===== src/design/assert_macros.svh =====
// assertion macros shared by the rtl files that carry checks
// no dependencies; take in with a bare include

`ifndef ASSERT_MACROS_SVH
`define ASSERT_MACROS_SVH

// same-cycle implication, checks are off while reset is low
`define ASSERT_IMPLY(label, clk, rst_n, ante, cons) \
    label: assert property (@(posedge clk) disable iff (!rst_n) (ante) |-> (cons)) \
        else $error("assertion failed: same-cycle implication");

// next-cycle implication, checks are off while reset is low
`define ASSERT_NEXT(label, clk, rst_n, ante, cons) \
    label: assert property (@(posedge clk) disable iff (!rst_n) (ante) |=> (cons)) \
        else $error("assertion failed: next-cycle implication");

`endif


===== src/design/rmst_pkg.sv =====
// package for the range max segment tree: sizes, word types and the
// command and status bundles between controller and datapath. no dependencies.
package rmst_pkg;

    // tree capacity and stored value width
    localparam int MAX_LEAVES = 1024;
    localparam int VALUE_BITS = 20;

    // fixed field widths of the words
    localparam int IDX_W   = 10;
    localparam int BOUND_W = 11;
    localparam int DATA_W  = 20;
    localparam int CFG_W   = 11;

    // node space and derived widths
    localparam int NODE_COUNT = 2 * MAX_LEAVES;
    localparam int NODE_AW    = $clog2(NODE_COUNT);
    localparam int SPAN_W     = NODE_AW + 1;
    localparam int CMP_W      = (SPAN_W > BOUND_W) ? SPAN_W : BOUND_W;
    localparam int LCR_W      = $clog2(MAX_LEAVES + 1);
    localparam int LC_RESET   = (MAX_LEAVES < 1024) ? MAX_LEAVES : 1024;

    // operation codes
    localparam logic OP_WRITE = 1'b0;
    localparam logic OP_QUERY = 1'b1;

    // input word
    typedef struct packed {
        logic               operation;
        logic [IDX_W-1:0]   left_index;
        logic [BOUND_W-1:0] right_bound;
        logic [DATA_W-1:0]  write_value;
    } t_in_word;

    // result word
    typedef struct packed {
        logic [DATA_W-1:0] range_max;
        logic              index_error;
    } t_out_word;

    // controller to datapath
    typedef struct packed {
        logic clear_step;
        logic start;
        logic write_step;
        logic query_step;
        logic out_load;
    } t_cmd;

    // datapath to controller
    typedef struct packed {
        logic go_write;
        logic go_query;
        logic clear_last;
        logic write_last;
        logic query_done;
    } t_status;

endpackage


===== src/design/rmst_ctrl.sv =====
// controller for the range max segment tree: clearing, walk sequencing, handshakes
// depends on rmst_pkg
module rmst_ctrl
    import rmst_pkg::*;
(
    input  logic    i_clk,
    input  logic    i_rst_n,
    input  logic    i_valid,
    output logic    o_ready,
    output logic    o_valid,
    input  logic    i_ready,
    output t_cmd    o_cmd,
    input  t_status i_status
);

    typedef enum logic [4:0] {
        S_CLEAR  = 5'b00001,
        S_IDLE   = 5'b00010,
        S_WRITE  = 5'b00100,
        S_QUERY  = 5'b01000,
        S_FINISH = 5'b10000
    } t_state;

    t_state r_state, n_state;
    logic   r_out_valid, n_out_valid;

    // next state and commands
    always_comb begin
        n_state = r_state;
        o_cmd   = '0;
        case (r_state)
            S_CLEAR: begin
                o_cmd.clear_step = 1'b1;
                if (i_status.clear_last) begin
                    n_state = S_IDLE;
                end
            end
            S_IDLE: begin
                if (i_valid) begin
                    o_cmd.start = 1'b1;
                    if (i_status.go_write) begin
                        n_state = S_WRITE;
                    end else if (i_status.go_query) begin
                        n_state = S_QUERY;
                    end else begin
                        n_state = S_FINISH;
                    end
                end
            end
            S_WRITE: begin
                o_cmd.write_step = 1'b1;
                if (i_status.write_last) begin
                    n_state = S_FINISH;
                end
            end
            S_QUERY: begin
                o_cmd.query_step = 1'b1;
                if (i_status.query_done) begin
                    n_state = S_FINISH;
                end
            end
            S_FINISH: begin
                if (!r_out_valid || i_ready) begin
                    o_cmd.out_load = 1'b1;
                    n_state        = S_IDLE;
                end
            end
            default: begin
                n_state = S_CLEAR;
            end
        endcase
    end

    // output word valid flag
    always_comb begin
        if (o_cmd.out_load) begin
            n_out_valid = 1'b1;
        end else if (i_ready) begin
            n_out_valid = 1'b0;
        end else begin
            n_out_valid = r_out_valid;
        end
    end

    always_ff @(posedge i_clk) begin
        if (!i_rst_n) begin
            r_state     <= S_CLEAR;
            r_out_valid <= 1'b0;
        end else begin
            r_state     <= n_state;
            r_out_valid <= n_out_valid;
        end
    end

    assign o_ready = (r_state == S_IDLE);
    assign o_valid = r_out_valid;

endmodule


===== config.mk =====
export PLATFORM = sky130hd
export DESIGN_NAME = rmst_ctrl
export DESIGN_NICKNAME = d
export VERILOG_FILES = /design/src/design/assert_macros.svh /design/src/design/rmst_pkg.sv /design/src/design/rmst_ctrl.sv
export SDC_FILE = /design/constraint.sdc
export NUM_CORES = 1
export LEC_CHECK = 0
export BUFFER_PORTS_ARGS = -buffer_cell sky130_fd_sc_hd__clkbuf_2
export CORE_AREA = 2 2 39 41
export DETAILED_ROUTE_END_ITERATION = 8
export DIE_AREA = 0 0 41 43
export SYNTH_ARGS = -nofsm -noshare
export SYNTH_HDL_FRONTEND = slang
export SYNTH_SLANG_ARGS = --single-unit
export TNS_END_PERCENT = 30

===== constraint.sdc =====
create_clock -name i_clk -period 1.36 [get_ports i_clk]
set_input_delay 0.068 -clock i_clk [delete_from_list [all_inputs] [get_ports i_clk]]
set_output_delay 0.068 -clock i_clk [all_outputs]
set_load 0.01 [all_outputs]

# After elaboration in Yosys (flattened, before gate mapping)
# Index checks and enable logic that the tools add are counted.
# word_totals
regBits	6
out_inout_bits	7
elab_cells	33
# classes
n_eq_ne	10
mux	17
n_reduce_logical	4
# ops
cell	n
$mux 5	7
$pmux 5 s5	1
$ne 2x2->1 const B	5
$mux 1	9
$eq 5x1->1 const B	1
$eq 5x2->1 const B	1
$eq 5x3->1 const B	1
$eq 5x4->1 const B	1
$eq 5x5->1 const B	1
$reduce_and 5->1	1
$reduce_bool 2->1	1
$logic_not 1->1	1
$logic_or 1x1->1	1

# Depth between registers and ports, before layout
# depth
depth_word	5
mapped_depth	5
depth_no_buf	4

# Least setup slack after synthesis
# OpenSTA, ideal clock, no wires.
# synth_timing
path_kind	register to register
from	register r_state[1]
to	register r_state[3]
t_arrival_ps	1112
required_ps	1245
slack_ps	133
stages_incl_launch_ff	6
n_path_buf	1
period_less_slack_ps	1227
cell_sequence	dfxtp_1 buf_4 nor2b_1 and4b_1 and3b_1 o21a_1
# synth_between
elab_chain_len	3
word_cells_on_any_way	12
classes_between	10 x eq/ne; 1 x mux; 1 x reduce/logical
# synth_lines
item	line	source
from (decl)	rmst_ctrl.sv:24	t_state r_state, n_state;
from (signal assigned)	rmst_ctrl.sv:90	r_state <= n_state;
$eq 5x5->1, or another cell as far along	rmst_ctrl.sv:31	case (r_state)
$ne 2x2->1 (no line)	n/a	
$reduce_and 5->1 (no line)	n/a	
# Parallel ways exist; a longest one is shown, timed or not.
# A chain may end at the register's enable or synchronous reset.

==> out/results.txt <==
VDD IR-drop max -> 0.6849 mV
# clock sinks -> 6
crit path DAT -> 1.24 ns
Syn Inst Count -> 56
synthesized cell area -> 439.2 µm²
Detailed Place HPWL -> 769.5 µm
xor/xnor share of the synthesized area -> 0%
largest family of logic cells by synthesized area -> simple AND/OR/NAND/NOR gates
1st-iter DRT viols -> 3
status -> finished clean
Avg WL per Cell -> 10.99 µm
Post-Layout Cell Count -> 92
worst hold-check path type -> input port to flip-flop
Max Root-Sink Buffers -> 2
most common cell after layout, fill and taps aside -> clkbuf_2
Worst-Skew Late Latency -> 0.24 ns
endpoints failing hold -> 0
yosys warns -> 0
Tot Pwr -> 590.1 µW
H-tree depth -> 1
Layout Skew -> 0.0002415 ns
simple-gate portion of the synthesized area -> 41.60%
Layout Area Growth over Synthesis -> 35.90%
maximum clock rate -> 766.7 MHz
Routed Antenna Nets -> 0
# diodes -> 0
Post-Synth Adder-Cell Area -> 0%
gpl congestion -> 0.7430
CTS tree -> yes
Critical Path Start -> r_state[0]$_SDFFE_PN1P_
WP data required -> 1.29 ns
Floorplan Core Area -> 1384 µm²
Via Count -> 466
Period minus WS final -> 1.304 ns
fin crit share -> 95.90%
Initial DRT Pass Iterations -> 2
initial core utilization -> 31.74%
fin. max-slew vios -> 0
pwr dens -> 988.8 nW/µm²
initial antenna violation count -> 0
slew margin rel. -> 75.69%
total CTS buffers -> 3
io pins -> 16
Placed Cells -> 87
vias in the first global route -> 381
flops & latches, synth -> 6
max-cap violations -> 0
RSZ-0062 raised after global routing -> yes
row cnt -> 14
count of hold-fix buffers inserted at cts -> 0
Hold Crit Start -> i_rst_n
CP Capture Type -> primary output
sequential area share after synthesis -> 27.35%
PortBufs -> 15
setup_tns -> 0 ns
number of remaining DRC errors -> 0
Critical path buffers and inverters -> 1
most frequent cells in the layout -> clkbuf_2 (14), nor2_1 (7), buf_4 (6)
slowest cell on the critical path -> dfxtp_4
share of post-route cells with drive strength above 1 -> 42.11%
fin nets -> 87
Die Y -> 43 µm
Tot GR Track Use -> 13.21%
final wirelength -> 1.011 mm
syn_nets -> 65
max incr delay on CP -> 0.37 ns
CTS clk-pin slew, worst paths -> 0.04 ns
delay-heaviest family, CP -> simple AND/OR/NAND/NOR gates
post-synthesis mux area share -> 0%
compound-cell area share of the yosys netlist -> 22.79%
largest net degree at the start of global routing -> 11
reg2reg start -> r_state[1]$_SDFFE_PN0P_
worst slew pin tran -> 0.3601 ns
DIE AREA -> 1763 µm²
setup violators final -> 0
Worst Path Max Fanout -> 9
Synth cell types -> 28
Via density -> 5.065
Root Driver -> clkbuf_4
Die Width -> 41 µm
GRT overflow -> 0
critical path, cell by cell -> nor3_4, nand2_1, nor2_1, clkbuf_2
crit path launch type -> flip-flop
Static Leak -> 0.2789 nW
FF-to-FF setup slack -> 0.15 ns
Avg Inst Size Synth -> 7.842 µm²
WS Path Type -> flip-flop to primary output
first-pass GRT wire length -> 1.587 mm
-- worst paths after layout --
path,end,depth (start not counted)
setup / recovery,o_cmd[0],4
hold / removal,r_state[3]$_SDFFE_PN0P_,2
setup reg to reg,r_state[1]$_SDFFE_PN0P_,4
hold reg to reg,r_state[1]$_SDFFE_PN0P_,1
-- power by group --
part / internal [mW] / switching, mW
combinational: 0.107 / 0.0843
sequential: 0.198 / 0.0370
clock: 0.0998 / 0.0640
total: 0.405 / 0.185
-- state kept, by name, indices dropped and copies added, names as in the netlist --
name,flops
o_valid,1
r_state,5
-- what timing repair did --
action / CTS / global route
pin swaps: 1 / 2
setup endpoints to repair: 3 / 6
hold endpoints to repair: 0 / 0
buffers inserted: 0 / 2
resized for setup: 3 / 6
-- cell type report --
class | count | area (µm²)
clock buffers | 3 | 22.52
fillers | 144 | 787.0
inverters | 3 | 11.26
multi-input cells | 43 | 294.0
flip-flops and latches | 6 | 128.9
well taps | 16 | 20.02
repair buffers | 21 | 120.1
-- logic make-up (layout without fill, tap and decap cells) --
| kind of cell | Yosys count | count (layout) |
|---|---|---|
| flip-flops | 6 | 6 |
| AO/OA/AOI/OAI | 14 | 14 |
| AND/OR/NAND/NOR | 29 | 29 |
| buffers and inverters | 7 | 27 |
-- through the flow --
stage	setup WS (ns)	cell area, µm²	hold slack [ns]	util, %
4_1_cts	0.006269	571.8	0.06547	41.32
3_3_place_gp	0.03699	539.3	0.3137	38.97
6_report	0.05578	596.8	0.06600	43.13
5_1_grt	-0.01248	596.8	0.09136	43.13
2_1_floorplan	0.1331	439.2	0.1855	-
3_5_place_dp	0.03935	539.3	0.3174	38.97
-- routing by layer --
layer	share of wire (%)	vias to the layer above	GRT usage, %
met2	45	15	17.50
met5	0	-	0
li1	-	245	-
met4	1.5	0	6.000
met1	46	204	20.52
met3	6.3	2	1.571
-- synthesized netlist by cell type --
cell type | count | area share (%)
nor2_1 | 8 | 6.8
nand2_1 | 3 | 2.6
a41o_1 | 1 | 2.3
a31o_1 | 2 | 4.0
buf_2 | 2 | 2.3
o311ai_0 | 1 | 2.0
a21oi_2 | 1 | 2.0
o31a_1 | 1 | 2.0
nand3b_1 | 1 | 1.7
o21ai_0 | 2 | 2.3
and3b_1 | 1 | 2.0
and4b_1 | 1 | 2.3
inv_1 | 3 | 2.6
nor4b_1 | 1 | 2.0
o21a_1 | 1 | 1.7
or3b_1 | 1 | 2.0
nor3b_1 | 1 | 1.7
nor4b_2 | 1 | 3.4
a21oi_1 | 4 | 4.6
nor3_2 | 1 | 2.3
nand2b_1 | 2 | 2.8
a22o_1 | 1 | 2.0
nor4_1 | 1 | 1.4
dfxtp_1 | 6 | 27
nor2b_1 | 4 | 5.7
nand4b_1 | 1 | 2.0
buf_4 | 2 | 3.4
and3_1 | 2 | 2.8
(Power assumes the default switching activity.)
